File: src/design/cmmd_ram.sv
`default_nettype none

module cmmd_ram #(
    parameter int WIDTH = 8,
    parameter int DEPTH = 256
) (
    input  wire logic                     i_clk,
    input  wire logic                     i_we,
    input  wire logic [$clog2(DEPTH)-1:0] i_waddr,
    input  wire logic [WIDTH-1:0]         i_wdata,
    input  wire logic [$clog2(DEPTH)-1:0] i_raddr,
    output      logic [WIDTH-1:0]         o_rdata
);

    logic [WIDTH-1:0] r_mem [DEPTH];

    always_ff @(posedge i_clk) begin
        if (i_we) begin
            r_mem[i_waddr] <= i_wdata;
        end
        o_rdata <= r_mem[i_raddr];
    end

endmodule

`default_nettype wire

File: config.mk
export PLATFORM = sky130hd
export DESIGN_NAME = cmmd_ram
export DESIGN_NICKNAME = d
export VERILOG_FILES = /design/src/design/cmmd_ram.sv
export SDC_FILE = /design/constraint.sdc
export NUM_CORES = 2
export LEC_CHECK = 0
export ABC_AREA = 1
export BUFFER_PORTS_ARGS = -buffer_cell sky130_fd_sc_hd__buf_2
export CELL_PAD_IN_SITES_DETAIL_PLACEMENT = 0
export CELL_PAD_IN_SITES_GLOBAL_PLACEMENT = 1
export CORE_ASPECT_RATIO = 1.25
export CORE_MARGIN = 2
export CORE_UTILIZATION = 32
export DETAILED_ROUTE_END_ITERATION = 8
export MAX_ROUTING_LAYER = met4
export PLACE_DENSITY_LB_ADDON = 0.1
export SKIP_LAST_GASP = 1
export SLEW_MARGIN = 20
export SYNTH_ARGS = -nofsm -noshare
export SYNTH_HDL_FRONTEND = slang
export SYNTH_SLANG_ARGS = --single-unit
File: constraint.sdc
create_clock -name i_clk -period 1.85 [get_ports i_clk]
set_input_delay 0.185 -clock i_clk [delete_from_list [all_inputs] [get_ports i_clk]]
set_output_delay 0.185 -clock i_clk [all_outputs]
set_load 0.02 [all_outputs]
==> out/results.md <==
| Item | This run | Unit |
|---|---|---|
| Status | finished, final reports clean | - |
| Input/output buffers | 33 | - |
| Total number of nets in the final design | 7590 | - |
| Initial core utilization | 32.18 | % |
| Area contributors post-synth | sky130_fd_sc_hd__edfxtp_1 (74%), sky130_fd_sc_hd__nand3_1 (12%), sky130_fd_sc_hd__nand2_1 (9.6%) | - |
| Placement row count | 209 | - |
| Instance area at placement | 93670 | sq um |
| CP required | 2610 | ps |
| Number of global-route vias before repair | 55130 | - |
| Crit path max-delay cell type | sky130_fd_sc_hd__edfxtp_1 | - |
| Top-level port count | 34 | - |
| Later-pin clock latency in the skew report | 890 | ps |
| Die Area | 264700 | sq um |
| Via count | 55710 | - |
| Nature of the critical path startpoint | flip-flop | - |
| Total wire length after detailed routing | 288.6 | mm |
| Via density per instance | 4.964 | - |
| Max_cap viols | 0 | - |
| Synthesis-to-layout area growth | 20.85 | % |
| Final GP Congestion | 0.8160 | - |
| Headroom to the max-slew limit | 39.13 | % |
| Register area share after synthesis | 73.94 | % |
| Average cell area after synthesis | 11.91 | sq um |
| Cell-by-cell trace of the critical path | nand2_1 > nand3_1 > nand3_1 > nand3_1 > nand3_1 > nand3_1 > buf_4 > nand3_2 > nand2_1 > nand2_1 > nand2_1 | - |
| Worst Setup Path Type | reg2reg | - |
| Max Root-Sink Buffers | 4 | - |
| Setup slack, reg-to-reg | 20 | ps |
| Area of the core | 259100 | sq um |
| Number of distinct library cell variants in the gate-level netlist after synthesis | 14 | - |
| H-tree lvl count | 4 | - |
| Fin. Hold Viols | 0 | - |
| Number of clock sinks | 2056 | - |
| Static Leakage | 0.03599 | uW |
| Cell taking the most area after synthesis | sky130_fd_sc_hd__edfxtp_1 | - |
| Period utilization | 98.99 | % |
| Clk_skew | 44.75 | ps |
| Count of buffering cells on the critical path with inverters included | 1 | - |
| Chip width | 460.6 | microns |
| Slew at the pin closest to its max-slew limit | 913.0 | ps |
| Register cell area after layout | 61660 | sq um |
| Post-route antenna net violation count | 0 | - |
| CP peak stage delay | 370 | ps |
| Final Util | 38.89 | % |
| GR Layer Usage met1 | 28.65 | % |
| Kind of end point of the critical path | flip-flop | - |
| Synth top cells by count | sky130_fd_sc_hd__nand2_1 (2123), sky130_fd_sc_hd__edfxtp_1 (2048), sky130_fd_sc_hd__nand3_1 (2019), sky130_fd_sc_hd__nor2_1 (283), sky130_fd_sc_hd__buf_2 (268) | - |
| Fraction of final layout cells sized beyond drive strength 1 | 15.25 | % |
| F_max | 546.0 | MHz |
| Slack of the critical path | 18.61 | ps |
| Number of enable-type register cells in the synthesized netlist | 2048 | - |
| M3 GR Usage | 2.260 | % |
| Worst setup timing slack at the placement stage | -1125 | ps |
| Min Tclk post-route | 1831 | ps |
| Kind of cell adding the most delay to the critical path | simple AND/OR/NAND/NOR gates | - |
| CP Data Arrival Time | 2590 | ps |
| Post-route total power | 101000 | uW |
| Clock root cell | sky130_fd_sc_hd__clkbuf_16 | - |
| CP Max Fanout | 1 | - |
| Overall overflow remaining after global route | 0 | - |
| Share of Yosys cell area claimed by the top area cell type | 73.74 | % |
| Average routed wire per standard cell | 25.72 | microns |
| Clock transition at path regs | 60 | ps |
| Number of synthesis warnings | 0 | - |
| Unrepaired setup endpoints after global routing | true | - |
| Met2 global-route usage | 37.23 | % |
| Initial antenna violation count | 21 | - |
| Y dimension of the die | 574.8 | microns |
| Most common cell in the synthesized netlist | sky130_fd_sc_hd__nand2_1 | - |
| Worst supply voltage drop on vdd | 734.1 | uV |
| Type of the tightest min-delay check | in2reg | - |
| Power density over the cells | 1002 | nW/um^2 |
| Mapped cell area | 83400 | sq um |
| Most instantiated flip-flop cell in the synthesis netlist | sky130_fd_sc_hd__edfxtp_1 | - |
| Most utilized layer in the global route result | met2 | - |
| Violation count after the first detailed-route iteration | 4777 | - |
| Critical path's most frequent cell | sky130_fd_sc_hd__nand3_1 | - |
| Fillcell total | 24940 | - |
| DRC | 0 | - |
| Number of clock buffers inserted by TritonCTS | 224 | - |
| Final setup violation count | 0 | - |
| Count of state elements after synthesis | 2056 | - |
| Overall fraction of global-route tracks in use | 22.12 | % |
| Syn_nets | 7029 | - |
| Gate Count Post-Synth | 7003 | - |
| Layout Cell Area excl Fill | 100800 | sq um |
| Half-perimeter wire length after detailed placement | 183.9 | mm |
| CTS tree | built | - |
| First-pass DRT Iterations | 7 | - |
| Sum of negative setup slack | 0 | ps |
| Largest net degree at the start of global routing | 70 | - |
| Multi-input logic area | 19490 | sq um |
| Async set-reset flop share out of synthesis | 0 | % |
| Pins over their slew limit | 0 | - |
| First-pass GRT wire length | 410.9 | mm |
[final cells by class]
cell class / count / share of cell area (%)
Timing Repair Buffer: 818 / 8.334
Inverter: 39 / 0.1825
Antenna cell: 4 / 0.009931
Multi-Input combinational cell: 4425 / 19.34
Tap cell: 3481 / 4.321
Clock inverter: 121 / 0.8119
Clock buffer: 278 / 5.826
Sequential cell: 2056 / 61.18
[where the power goes]
group | total, uW | switching, uW | internal, uW
clock | 42200 | 18600 | 23600
combinational | 7450 | 5220 | 2240
sequential | 51400 | 59.8 | 51300
[flip-flops by register name, indices dropped and copies added (netlist names)]
signal	cells
o_rdata	8
r_mem	2048
[cells by family after synthesis]
kind of cell | Yosys count | synth area share [%]
buffers and inverters | 522 | 3.119
flip-flops | 2056 | 73.94
AND/OR/NAND/NOR | 4425 | 22.95
[final timing paths]
check                          startpoint                 end  cells past startpoint
setup / recovery   r_mem[11][6]$_DFFE_PP_  o_rdata[6]$_DFF_P_                     11
hold / removal                 i_raddr[6]  o_rdata[0]$_DFF_P_                      6
setup reg to reg   r_mem[11][6]$_DFFE_PP_  o_rdata[6]$_DFF_P_                     11
hold reg to reg   r_mem[208][1]$_DFFE_PP_  o_rdata[1]$_DFF_P_                     10
[stage by stage]
stage | hold WS [ps] | std cells
2_1_floorplan | 283.9 | 7003
3_3_place_gp | 612.2 | 10810
3_5_place_dp | 609.5 | 10810
4_1_cts | 24.31 | 11220
5_1_grt | 51.42 | 11220
6_report | 77.99 | 11220
[what timing repair did]
| action | 4_1_cts | 5_1_grt |
|---|---|---|
| endpoints found under the setup margin | 8 | 7 |
| setup buffers | 0 | 0 |
| gates resized for setup | 49 | 15 |
| hold buffers | 10 | 0 |
| hold endpoints to repair | 1053 | 0 |
[layer usage]
metal | wire (microns) | part of all wire, %
met5 | 0 | 0
met1 | 125700 | 44
met3 | 10390 | 3.6
met2 | 145100 | 50
met4 | 7461 | 2.6
[layout by cell type, fill, tap and decap left out, types with 7 or more instances in the layout]
| cell type | count |
|---|---|
| sky130_fd_sc_hd__nand2_1 | 2101 |
| sky130_fd_sc_hd__edfxtp_1 | 2048 |
| sky130_fd_sc_hd__nand3_1 | 1974 |
| sky130_fd_sc_hd__buf_4 | 599 |
| sky130_fd_sc_hd__nor2_1 | 283 |
| sky130_fd_sc_hd__clkbuf_16 | 227 |
| sky130_fd_sc_hd__buf_12 | 175 |
| sky130_fd_sc_hd__clkinv_2 | 56 |
| sky130_fd_sc_hd__clkbuf_1 | 51 |
| sky130_fd_sc_hd__clkinv_1 | 48 |
| sky130_fd_sc_hd__nand3_2 | 38 |
| sky130_fd_sc_hd__inv_1 | 34 |
| sky130_fd_sc_hd__buf_2 | 20 |
| sky130_fd_sc_hd__nand2_2 | 18 |
| sky130_fd_sc_hd__buf_8 | 11 |
| sky130_fd_sc_hd__dlygate4sd3_1 | 10 |
| sky130_fd_sc_hd__bufinv_16 | 9 |
| sky130_fd_sc_hd__dfxtp_1 | 8 |
| sky130_fd_sc_hd__nand3_4 | 7 |
[worst reg2reg max path, cell delays in order, from the launching register on]
cell and delay [ps]:
sky130_fd_sc_hd__edfxtp_1 370, sky130_fd_sc_hd__nand2_1 90, sky130_fd_sc_hd__nand3_1 90, sky130_fd_sc_hd__nand3_1 120, sky130_fd_sc_hd__nand3_1 210, sky130_fd_sc_hd__nand3_1 180, sky130_fd_sc_hd__nand3_1 90, sky130_fd_sc_hd__buf_4 160
sky130_fd_sc_hd__nand3_2 130, sky130_fd_sc_hd__nand2_1 90, sky130_fd_sc_hd__nand2_1 150, sky130_fd_sc_hd__nand2_1 70
No activity file was read; power rests on OpenSTA's default activity.
