===== config.mk =====
export PLATFORM = sky130hd
export DESIGN_NAME = cmmd_ctrl
export DESIGN_NICKNAME = d
export VERILOG_FILES = /design/src/design/cmmd_pkg.sv /design/src/design/cmmd_ctrl.sv
export SDC_FILE = /design/constraint.sdc
export NUM_CORES = 1
export LEC_CHECK = 0
export BUFFER_PORTS_ARGS = -buffer_cell sky130_fd_sc_hd__buf_2
export CAP_MARGIN = 40
export CORE_ASPECT_RATIO = 0.5
export CORE_MARGIN = 2
export CORE_UTILIZATION = 55
export DETAILED_ROUTE_END_ITERATION = 16
export HOLD_SLACK_MARGIN = 0.03
export PLACE_DENSITY = 0.86
export SLEW_MARGIN = 20
export SYNTH_ARGS = -nofsm -noshare
export SYNTH_HDL_FRONTEND = slang
export SYNTH_SLANG_ARGS = --single-unit

===== constraint.sdc =====
create_clock -name i_clk -period 6.5 [get_ports i_clk]
set_input_delay 0 -clock i_clk [delete_from_list [all_inputs] [get_ports i_clk]]
set_output_delay 0 -clock i_clk [all_outputs]
set_load 0.02 [all_outputs]

===== src/design/cmmd_pkg.sv =====
`default_nettype none

package cmmd_pkg;

    // Default sizes of the copy engine and of the boot image.
    localparam int DMA_LENGTH_DEF = 160;
    localparam int BOOT_SIZE_DEF  = 256;

    // Storage geometry.
    localparam int MAIN_DEPTH = 65536;
    localparam int BOOT_DEPTH = 256;

    // Access codes carried on the action field.
    localparam logic [2:0] ACT_READ      = 3'd0;
    localparam logic [2:0] ACT_WRITE     = 3'd1;
    localparam logic [2:0] ACT_BACKDOOR  = 3'd2;
    localparam logic [2:0] ACT_BOOT_LOAD = 3'd3;
    localparam logic [2:0] ACT_INIT      = 3'd4;

    // Special addresses of the map.
    localparam logic [15:0] ADDR_WRITABLE = 16'h8000;
    localparam logic [15:0] ADDR_LY       = 16'hFF44;
    localparam logic [15:0] ADDR_DIV      = 16'hFF04;
    localparam logic [15:0] ADDR_JOYPAD   = 16'hFF00;
    localparam logic [15:0] ADDR_DMA      = 16'hFF46;
    localparam logic [15:0] ADDR_OAM      = 16'hFE00;
    localparam logic [15:0] ADDR_BOOT_OFF = 16'hFF50;
    localparam logic [15:0] OVERLAY_END   = 16'h0100;
    localparam logic [15:0] ADDR_LCDC     = 16'hFF40;
    localparam logic [15:0] ADDR_BGP      = 16'hFF47;

    // Register values written by the post-boot init.
    localparam logic [7:0] LCDC_INIT = 8'h91;
    localparam logic [7:0] BGP_INIT  = 8'hFC;

    // Port requests toward the main store and the boot store.
    typedef struct packed {
        logic        we;
        logic [15:0] waddr;
        logic [7:0]  wdata;
        logic [15:0] raddr;
    } t_main_req;

    typedef struct packed {
        logic       we;
        logic [7:0] waddr;
        logic [7:0] wdata;
        logic [7:0] raddr;
    } t_boot_req;

endpackage

`default_nettype wire


===== src/design/cmmd_ctrl.sv =====
`default_nettype none

module cmmd_ctrl #(
    parameter int DMA_LENGTH = cmmd_pkg::DMA_LENGTH_DEF,
    parameter int BOOT_SIZE  = cmmd_pkg::BOOT_SIZE_DEF
) (
    input  wire logic                i_clk,
    input  wire logic                i_rst_n,
    input  wire logic                i_start,
    input  wire logic [2:0]          i_action,
    input  wire logic [15:0]         i_address,
    input  wire logic [7:0]          i_data_byte,
    input  wire logic [7:0]          i_joypad_bits,
    input  wire logic [7:0]          i_main_rdata,
    input  wire logic [7:0]          i_boot_rdata,
    output      cmmd_pkg::t_main_req o_main_req,
    output      cmmd_pkg::t_boot_req o_boot_req,
    output      logic                o_busy,
    output      logic                o_done,
    output      logic [7:0]          o_read_data,
    output      logic                o_joy_valid,
    output      logic [7:0]          o_joy_data,
    output      logic                o_overlay,
    output      logic                o_boot_present
);

    import cmmd_pkg::*;

    localparam int DCW = $clog2(DMA_LENGTH + 1);

    typedef enum logic [2:0] {
        S_CLEAR,
        S_IDLE,
        S_EXEC,
        S_RD_WAIT,
        S_DMA_RD,
        S_DMA_WR,
        S_DMA_END,
        S_INIT2
    } t_state;

    t_state      r_state, n_state;
    logic [15:0] r_clr, n_clr;
    logic [DCW-1:0] r_cnt, n_cnt;
    logic [2:0]  r_action, n_action;
    logic [15:0] r_addr, n_addr;
    logic [7:0]  r_data, n_data;
    logic [7:0]  r_joy, n_joy;
    logic        r_overlay, n_overlay;
    logic        r_boot_loaded, n_boot_loaded;
    logic        r_done, n_done;
    logic [7:0]  r_read_data, n_read_data;
    logic        r_joy_valid, n_joy_valid;
    logic [7:0]  r_joy_data, n_joy_data;

    logic        finish;
    logic        joy_hit;
    logic [7:0]  rd_value;
    logic [15:0] op_a;
    logic [15:0] sum;

    // Shared address adder: source walk during reads, OAM walk otherwise.
    assign op_a = (r_state == S_DMA_RD) ? {r_data, 8'h00} : ADDR_OAM;
    assign sum  = op_a + 16'(r_cnt);

    always_comb begin
        if (r_overlay && (r_addr < OVERLAY_END)) begin
            rd_value = i_boot_rdata;
        end else if (r_addr == ADDR_JOYPAD) begin
            rd_value = r_joy;
        end else begin
            rd_value = i_main_rdata;
        end
    end

    always_comb begin
        n_state       = r_state;
        n_clr         = r_clr;
        n_cnt         = r_cnt;
        n_action      = r_action;
        n_addr        = r_addr;
        n_data        = r_data;
        n_joy         = r_joy;
        n_overlay     = r_overlay;
        n_boot_loaded = r_boot_loaded;
        n_done        = 1'b0;
        n_read_data   = r_read_data;
        n_joy_valid   = r_joy_valid;
        n_joy_data    = r_joy_data;
        finish        = 1'b0;
        joy_hit       = 1'b0;

        o_main_req       = '0;
        o_main_req.raddr = r_addr;
        o_boot_req       = '0;
        o_boot_req.raddr = r_addr[7:0];

        case (r_state)
            S_CLEAR: begin
                o_main_req.we    = 1'b1;
                o_main_req.waddr = r_clr;
                o_boot_req.we    = (r_clr[15:8] == 8'h00);
                o_boot_req.waddr = r_clr[7:0];
                n_clr            = r_clr + 16'd1;
                if (r_clr == 16'hFFFF) begin
                    n_state = S_IDLE;
                end
            end
            S_IDLE: begin
                if (i_start) begin
                    n_action = i_action;
                    n_addr   = i_address;
                    n_data   = i_data_byte;
                    n_joy    = i_joypad_bits;
                    n_state  = S_EXEC;
                end
            end
            S_EXEC: begin
                case (r_action)
                    ACT_READ: begin
                        n_state = S_RD_WAIT;
                    end
                    ACT_WRITE: begin
                        if (r_addr < ADDR_WRITABLE) begin
                            finish = 1'b1;
                        end else if ((r_addr == ADDR_LY) || (r_addr == ADDR_DIV)) begin
                            o_main_req.we    = 1'b1;
                            o_main_req.waddr = r_addr;
                            o_main_req.wdata = 8'h00;
                            finish           = 1'b1;
                        end else if (r_addr == ADDR_JOYPAD) begin
                            joy_hit = 1'b1;
                            finish  = 1'b1;
                        end else if (r_addr == ADDR_DMA) begin
                            n_cnt   = '0;
                            n_state = S_DMA_RD;
                        end else begin
                            if (r_addr == ADDR_BOOT_OFF) begin
                                n_overlay = 1'b0;
                            end
                            o_main_req.we    = 1'b1;
                            o_main_req.waddr = r_addr;
                            o_main_req.wdata = r_data;
                            finish           = 1'b1;
                        end
                    end
                    ACT_BACKDOOR: begin
                        o_main_req.we    = 1'b1;
                        o_main_req.waddr = r_addr;
                        o_main_req.wdata = r_data;
                        finish           = 1'b1;
                    end
                    ACT_BOOT_LOAD: begin
                        if ({1'b0, r_addr} < 17'(BOOT_SIZE)) begin
                            o_boot_req.we    = 1'b1;
                            o_boot_req.waddr = r_addr[7:0];
                            o_boot_req.wdata = r_data;
                        end
                        if ({1'b0, r_addr} == 17'(BOOT_SIZE - 1)) begin
                            n_boot_loaded = 1'b1;
                            n_overlay     = 1'b1;
                        end
                        finish = 1'b1;
                    end
                    ACT_INIT: begin
                        o_main_req.we    = 1'b1;
                        o_main_req.waddr = ADDR_LCDC;
                        o_main_req.wdata = LCDC_INIT;
                        n_state          = S_INIT2;
                    end
                    default: begin
                        finish = 1'b1;
                    end
                endcase
            end
            S_RD_WAIT: begin
                finish = 1'b1;
            end
            S_DMA_RD: begin
                o_main_req.raddr = sum;
                n_state          = S_DMA_WR;
            end
            S_DMA_WR: begin
                o_main_req.we    = 1'b1;
                o_main_req.waddr = sum;
                o_main_req.wdata = i_main_rdata;
                n_cnt            = r_cnt + DCW'(1);
                if (r_cnt == DCW'(DMA_LENGTH - 1)) begin
                    n_state = S_DMA_END;
                end else begin
                    n_state = S_DMA_RD;
                end
            end
            S_DMA_END: begin
                o_main_req.we    = 1'b1;
                o_main_req.waddr = ADDR_DMA;
                o_main_req.wdata = r_data;
                finish           = 1'b1;
            end
            S_INIT2: begin
                o_main_req.we    = 1'b1;
                o_main_req.waddr = ADDR_BGP;
                o_main_req.wdata = BGP_INIT;
                finish           = 1'b1;
            end
            default: begin
                n_state = S_IDLE;
            end
        endcase

        if (finish) begin
            n_done      = 1'b1;
            n_state     = S_IDLE;
            n_read_data = (r_state == S_RD_WAIT) ? rd_value : 8'h00;
            n_joy_valid = joy_hit;
            n_joy_data  = joy_hit ? r_data : 8'h00;
        end
    end

    always_ff @(posedge i_clk) begin
        if (!i_rst_n) begin
            r_state       <= S_CLEAR;
            r_clr         <= '0;
            r_cnt         <= '0;
            r_overlay     <= 1'b0;
            r_boot_loaded <= 1'b0;
            r_done        <= 1'b0;
        end else begin
            r_state       <= n_state;
            r_clr         <= n_clr;
            r_cnt         <= n_cnt;
            r_overlay     <= n_overlay;
            r_boot_loaded <= n_boot_loaded;
            r_done        <= n_done;
        end
        r_action    <= n_action;
        r_addr      <= n_addr;
        r_data      <= n_data;
        r_joy       <= n_joy;
        r_read_data <= n_read_data;
        r_joy_valid <= n_joy_valid;
        r_joy_data  <= n_joy_data;
    end

    assign o_busy         = (r_state != S_IDLE);
    assign o_done         = r_done;
    assign o_read_data    = r_read_data;
    assign o_joy_valid    = r_joy_valid;
    assign o_joy_data     = r_joy_data;
    assign o_overlay      = r_overlay;
    assign o_boot_present = r_boot_loaded;

    // A result is only shown once the sequencer has returned to idle.
    a_done_idle: assert property (@(posedge i_clk) disable iff (!i_rst_n)
        r_done |-> (r_state == S_IDLE))
        else $error("result strobe outside idle");

    // No store is modified while waiting for a new access.
    a_idle_quiet: assert property (@(posedge i_clk) disable iff (!i_rst_n)
        (r_state == S_IDLE) |-> (!o_main_req.we && !o_boot_req.we))
        else $error("store written while idle");

    // Copy writes stay inside the object attribute page.
    a_dma_page: assert property (@(posedge i_clk) disable iff (!i_rst_n)
        (r_state == S_DMA_WR) |-> (o_main_req.waddr[15:8] == ADDR_OAM[15:8]))
        else $error("copy write left the OAM page");

    // Finishing a boot image always switches the overlay on at the same edge.
    a_boot_overlay: assert property (@(posedge i_clk) disable iff (!i_rst_n)
        $rose(r_boot_loaded) |-> r_overlay)
        else $error("boot image loaded without overlay");

    // A result without the joypad strobe carries a zero joypad byte.
    a_joy_with_done: assert property (@(posedge i_clk) disable iff (!i_rst_n)
        r_done |-> (r_joy_valid || (r_joy_data == 8'h00)))
        else $error("joypad byte set without strobe");

endmodule

`default_nettype wire

==> impl_metrics.ini, run 1 <==
[routing]
wirelength_um = 13300
drtIter0Drc = 480
drtAntennaViolNets = 0
viasPerCell = 5.85
wl_per_cell_um = 18.0
drcViolationCount = 0
route.vias.total = 4331
first_pass_iters = 5

[job]
max_cap_violations = 0

[setup_path]
regToRegStartpoint = r_addr[3]$_DFFE_PP_
path_common_cell = nor2_1
critical_path_required_ns = 6.50
crit_path_top_delay_cell = a21boi_1
slowest_delay_ns = 0.71
path_cells = buf_8 > nor2_1 > nand2_1 > nor2_1 > a21boi_1 > a221o_1 > buf_2
timing_worst_setup_path_type = register to output pin
worstReg2RegEnd = r_state[0]$_SDFFE_PN0P_
cp-start-kind = register
cp_max_fo = 20
r2r_setup_slack_ns = 3.82
cp.arrival_ns = 3.10
setup.worst_path.end_class = output pin
worstRegToRegCells = 5

[die]
fp.dieW_um = 132
die_h_um = 67.9
placementRows = 23
coreArea_mm2 = 0.00797
ios = 141
initial_utilization_pct = 56.3
dieArea_mm2 = 0.00895

[clock_tree]
ctsHtreeMaxLevel = 3
cts_buffers = 9
root_buffer = clkbuf_16
cts.sinks = 82
clk_latency_ns = 0.35
cts.path.max_buffers = 2
clkTransAtPathRegs_ns = 0.06
cts_tree = done
post_cts_resized = 0

[synthesis]
yosys.area_share.adder_pct = 0.557
post_synth_most_frequent_cells = 68 x nand2_1, 52 x edfxtp_1, 31 x and2_1
yosysMostFrequentCell = nand2_1
seq_area_frac_synth_pct = 48.1
synth_area_leaders = edfxtp_1 35%, dfxtp_1 13%, nand2_1 5.7%, and2_1 4.3%, mux2_2 3.8%
synth_fp_nets = 517
syn_avg_cell_area_um2 = 9.74
synth.ff_latch_count = 82
yosysTopAreaCell = edfxtp_1
ys.flop_type = edfxtp_1
yosys.area_share.simple_pct = 23.7
synth_top_family_by_area = simple AND/OR/NAND/NOR gates
syn_inst = 461
synth_area_mm2 = 0.00449
muxShareOfSynthArea_pct = 5.77
synth_xor_area_share_pct = 4.10
synth-async-reset-ratio_pct = 0
ys_warn_count = 0
synth_top_area_share_pct = 34.8
synth_cell_type_count = 53
synth_compound_area_share_pct = 14.0
synth_edf_count = 52

[place]
placedCellCount = 687
portBuffers = 140
gp_congestion = 0.937
dp_hpwl_um = 9550

[run_status]
outcome = complete, no violations

[finish]
area_growth_pct = 32.6
fin_cells = 740
diodes = 0
drive_above_1_share_pct = 30.6
seq_area_mm2 = 0.00216
multi_input_area_mm2 = 0.00218
fill_cells = 586
final_util_pct = 74.7
fin_nets = 679

[timing]
setup_violations = 0
fin_skew_ns = 0.00628
finalHoldViolCount = 0
maxClockFrequency_ghz = 0.323
rsz0062_at_grt = no
tns_ns = 0
fin_crit_sh_pct = 47.6
tightest_slew_ns = 0.753
final.min_clock_period_ns = 3.10
slew_violations = 0
max-slew-margin-rel_pct = 49.7

[power_and_ir_drop]
pwr_density_cell_mw_per_mm2 = 284
ir_drop_uv = 197
leakagePower_nw = 2.52
power.total_mw = 1.69

[grt]
antenna_found_initial = 0
grt_max_degree = 36
grt_pass1_vias = 3838
grt.total_usage_pct = 29.7
grt_pass1_wl_um = 20200
gr-total-overflow = 0

[hold_path]
whs_path_depth = 3
worstHoldStart = i_boot_rdata[0]
min_to = o_read_data[0]$_SDFFCE_PP0P_
hold_class = input pin to register
[power breakdown]
| part | internal (mW) | switching (mW) |
|---|---|---|
| registers | 0.620 | 0.0651 |
| clock network | 0.338 | 0.211 |
| logic | 0.166 | 0.289 |
| total | 1.12 | 0.565 |
[registers in the layout, indices dropped and copies added, names as in the netlist, 3 cells and up]
register     cells
r_action         3
r_data           8
r_state          3
o_read_data      8
r_joy            8
r_addr          16
o_joy_data       8
r_clr           16
r_cnt            8
[layer usage]
metal,vias to the layer above,track usage [%],share of wire (%)
met5,-,0,0
met4,0,10.3,2.4
met3,34,6.89,10
met2,274,50.3,46
met1,2015,38.6,42
li1,2008,-,-
[cell families after synthesis]
kind of cell	after synthesis
muxes	24
xor gates and xnor gates	21
buffers and inverters	36
adders and majority gates	2
DFF	82
AOI/OAI and AO/OA	93
and+or+nand+nor	203
[layout by cell type, fill, tap and decap left out, drive strengths merged, types with 12 or more instances in the layout]
master / netlist / final
nand2: 68 / 68
dlygate4sd3: 0 / 35
and2: 31 / 31
o21ai: 25 / 25
buf: 9 / 149
nor3: 12 / 12
mux2: 15 / 15
xor2: 15 / 15
a21oi: 18 / 18
edfxtp: 52 / 52
dfxtp: 30 / 30
a22o: 12 / 12
nor2: 30 / 30
[stage by stage]
stage	worst slack, ns	hold WS (ns)	area [um2]
4_1_cts	3.16	0.0621	5920
6_report	3.40	0.0663	5950
5_1_grt	3.21	0.0832	5950
2_1_floorplan	3.79	0.0989	4490
3_3_place_gp	3.49	0.177	5220
3_5_place_dp	3.53	0.178	5250
[layout make-up]
type / instances / area share (%)
Tap cell: 112 / 2.35
Multi-Input combinational cell: 343 / 36.6
Clock buffer: 10 / 3.85
Clock inverter: 6 / 1.51
Sequential cell: 82 / 36.3
Inverter: 3 / 0.189
Timing Repair Buffer: 184 / 19.2
[worst max-delay path: cells and delay by family, from the launching register on]
kind            cells  cell delay [ns]
compound gates      2             1.00
simple gates        3             0.92
flops               1             0.43
buf+inv             2             0.39
[worst max-delay path by stage]
| stage | start | to | slack (ns) | cells after the start |
|---|---|---|---|---|
| 2_1_floorplan | r_addr[0]$_DFFE_PP_ | r_state[0]$_SDFFE_PN0P_ | 3.79 | 5 |
| 3_3_place_gp | r_addr[0]$_DFFE_PP_ | r_state[0]$_SDFFE_PN0P_ | 3.49 | 5 |
| 3_5_place_dp | r_state[1]$_SDFFE_PP0P_ | o_main_req[20] | 3.53 | 5 |
| 4_1_cts | r_state[1]$_SDFFE_PP0P_ | o_main_req[20] | 3.16 | 5 |
| 5_1_grt | r_addr[3]$_DFFE_PP_ | o_main_req[29] | 3.21 | 7 |
| 6_report | r_state[0]$_SDFFE_PN0P_ | o_main_req[16] | 3.40 | 7 |
[timing repair]
action / 4_1_cts / 5_1_grt
hold endpoints to repair: 35 / 0
hold buffers: 35 / 0
setup buffers: 0 / 0
Note: power is estimated with default switching activity, not from simulation.
==> inputs of run 2 (changes only) <==
--- a/config.mk
+++ b/config.mk
@@ -9,10 +9,10 @@
 export CAP_MARGIN = 40
 export CORE_ASPECT_RATIO = 0.5
 export CORE_MARGIN = 2
-export CORE_UTILIZATION = 55
+export CORE_UTILIZATION = 52
 export DETAILED_ROUTE_END_ITERATION = 16
 export HOLD_SLACK_MARGIN = 0.03
-export PLACE_DENSITY = 0.86
+export PLACE_DENSITY = 0.82
 export SLEW_MARGIN = 20
 export SYNTH_ARGS = -nofsm -noshare
 export SYNTH_HDL_FRONTEND = slang
==> constraint.sdc (replaced) <==
create_clock -name i_clk -period 2.9 [get_ports i_clk]
set_input_delay 0 -clock i_clk [delete_from_list [all_inputs] [get_ports i_clk]]
set_output_delay 0 -clock i_clk [all_outputs]
set_load 0.02 [all_outputs]
==> impl_metrics.ini, run 2 (same netlist as run 1, synthesis figures left out) <==
[run_status]
outcome = complete, no violations

[grt]
grt_max_degree = 28
grt_pass1_wl_um = 20900
antenna_found_initial = 0
grt_util_met3_pct = 7.24
grt_pass1_vias = 4014
top_usage_layer = met2
use_met2_pct = 45.3
gr-total-overflow = 0
grt.total_usage_pct = 28.8
met1_usage_pct = 38.8

[die]
die_h_um = 69.7
fp.dieW_um = 135
placementRows = 23
coreArea_mm2 = 0.00820
initial_utilization_pct = 54.8
dieArea_mm2 = 0.00944
ios = 141

[timing]
max-slew-margin-rel_pct = 51.4
fin_skew_ns = 0.00498
rsz0062_at_grt = yes
slew_violations = 0
setup_violations = 0
tightest_slew_ns = 0.720
fin_crit_sh_pct = 98.4
tns_ns = 0
maxClockFrequency_ghz = 0.350
final.min_clock_period_ns = 2.85
finalHoldViolCount = 0

[finish]
fin_area_mm2 = 0.00597
final_cell_mix = 140 x buf_2, 68 x nand2_1, 52 x edfxtp_1
diodes = 0
area_growth_pct = 33.0
fin_nets = 687
fill_cells = 631
fin_cells = 747
layout.cells.most_common = buf_2
drive_above_1_share_pct = 32.0
reg.largest.list = r_addr x16, r_clr x16

[setup_path]
worst-path-stages = 6
cp_max_fo = 8
slowest_delay_ns = 0.61
setup.worst_path.end_class = output pin
timing_worst_setup_path_type = register to output pin
cp.arrival_ns = 2.85
cp-start-kind = register
crit_path_top_delay_cell = or4b_4
cp.buffers_inverters = 1
worstRegToRegCells = 5
path_cells = or4b_4 > or4_4 > o211ai_1 > a21boi_2 > a221o_1 > buf_2
critPathTopFamily = simple AND/OR/NAND/NOR gates
critical_path_required_ns = 2.90

[clock_tree]
root_buffer = clkbuf_16
cts_tree = done
cts.path.max_buffers = 2
ctsHtreeMaxLevel = 3
clkTransAtPathRegs_ns = 0.06
cts_buffers = 9
clk_latency_ns = 0.34
cts.sinks = 82

[place]
placedCellCount = 694
gp_congestion = 0.909
portBuffers = 140
dp_hpwl_um = 9500
placed_cell_area_mm2 = 0.00530

[routing]
route.vias.total = 4382
wirelength_um = 13600
drtAntennaViolNets = 0
viasPerCell = 5.87
wl_per_cell_um = 18.2
first_pass_iters = 6
drcViolationCount = 0
drtIter0Drc = 462

[hold_path]
whs_path_depth = 3
hold_class = input pin to register

[power_and_ir_drop]
pwr_density_cell_mw_per_mm2 = 616
clkPwrFrac_pct = 30.1
switchingPower_mw = 1.26
leakagePower_nw = 2.54
ir_drop_uv = 384
internal-power_mw = 2.43
swShare_pct = 34.1
power.total_mw = 3.68
p_comb_share_pct = 27.8
seqPwrFrac_pct = 42.1

[job]
max_cap_violations = 0
## run 2: worst register-to-register path, stage by stage (launching register included)
cell      delay, ns
edfxtp_1       0.45
or4b_4         0.61
or4_4          0.46
or4_4          0.44
nor3_4         0.31
and2_1         0.19
## run 2: cell type report
cell class | count | area, um2 | area share (%)
multi-input cells | 343 | 2200 | 36.8
flip-flops and latches | 82 | 2160 | 36.2
repair buffers | 192 | 1180 | 19.7
clock buffers | 10 | 229 | 3.83
well taps | 112 | 140 | 2.35
clock inverters | 5 | 56.3 | 0.943
inverters | 3 | 11.3 | 0.189
## run 2: repair_timing
| action | in CTS | in global routing |
|---|---|---|
| hold buffers | 35 | 0 |
| gates resized for setup | 0 | 3 |
| hold endpoints to repair | 35 | 0 |
| endpoints found under the setup margin | 0 | 22 |
| buffers inserted | 0 | 3 |
## run 2: power groups by stage
stage	clock network, mW	logic (mW)	registers (mW)
after floorplan	0	0.643	1.52
after global placement	0	0.954	1.56
after detailed placement	0	0.966	1.57
after CTS	1.11	1.01	1.54
after global routing	1.16	1.11	1.56
final	1.11	1.02	1.55
## run 2: through the flow
stage	hold WS, ns	setup slack (ns)	utilization [%]
after floorplan	0.0989	0.189	-
after global placement	0.177	0.416	64.6
after detailed placement	0.178	0.336	64.6
after CTS	0.0598	0.0455	72.4
after global routing	0.0778	-0.0487	72.8
final	0.0650	0.0454	72.8
## run 2: path summary, 6_finish.rpt
path | startpoint | end | slack, ns
max | r_addr[0]$_DFFE_PP_ | o_main_req[16] | 0.05
max reg2reg | r_addr[0]$_DFFE_PP_ | o_joy_data[6]$_SDFFCE_PN0P_ | 0.30
min | i_boot_rdata[6] | o_read_data[6]$_SDFFCE_PP0P_ | 0.07
min reg2reg | o_boot_present$_SDFFE_PN0P_ | o_boot_present$_SDFFE_PN0P_ | 0.49
## run 2: routing by layer
layer	up-vias	wire [um]	part of all wire [%]
met5	-	0	0
met4	0	356	2.6
met3	30	1330	9.8
met2	263	6090	45
met1	2064	5800	43
li1	2025	-	-
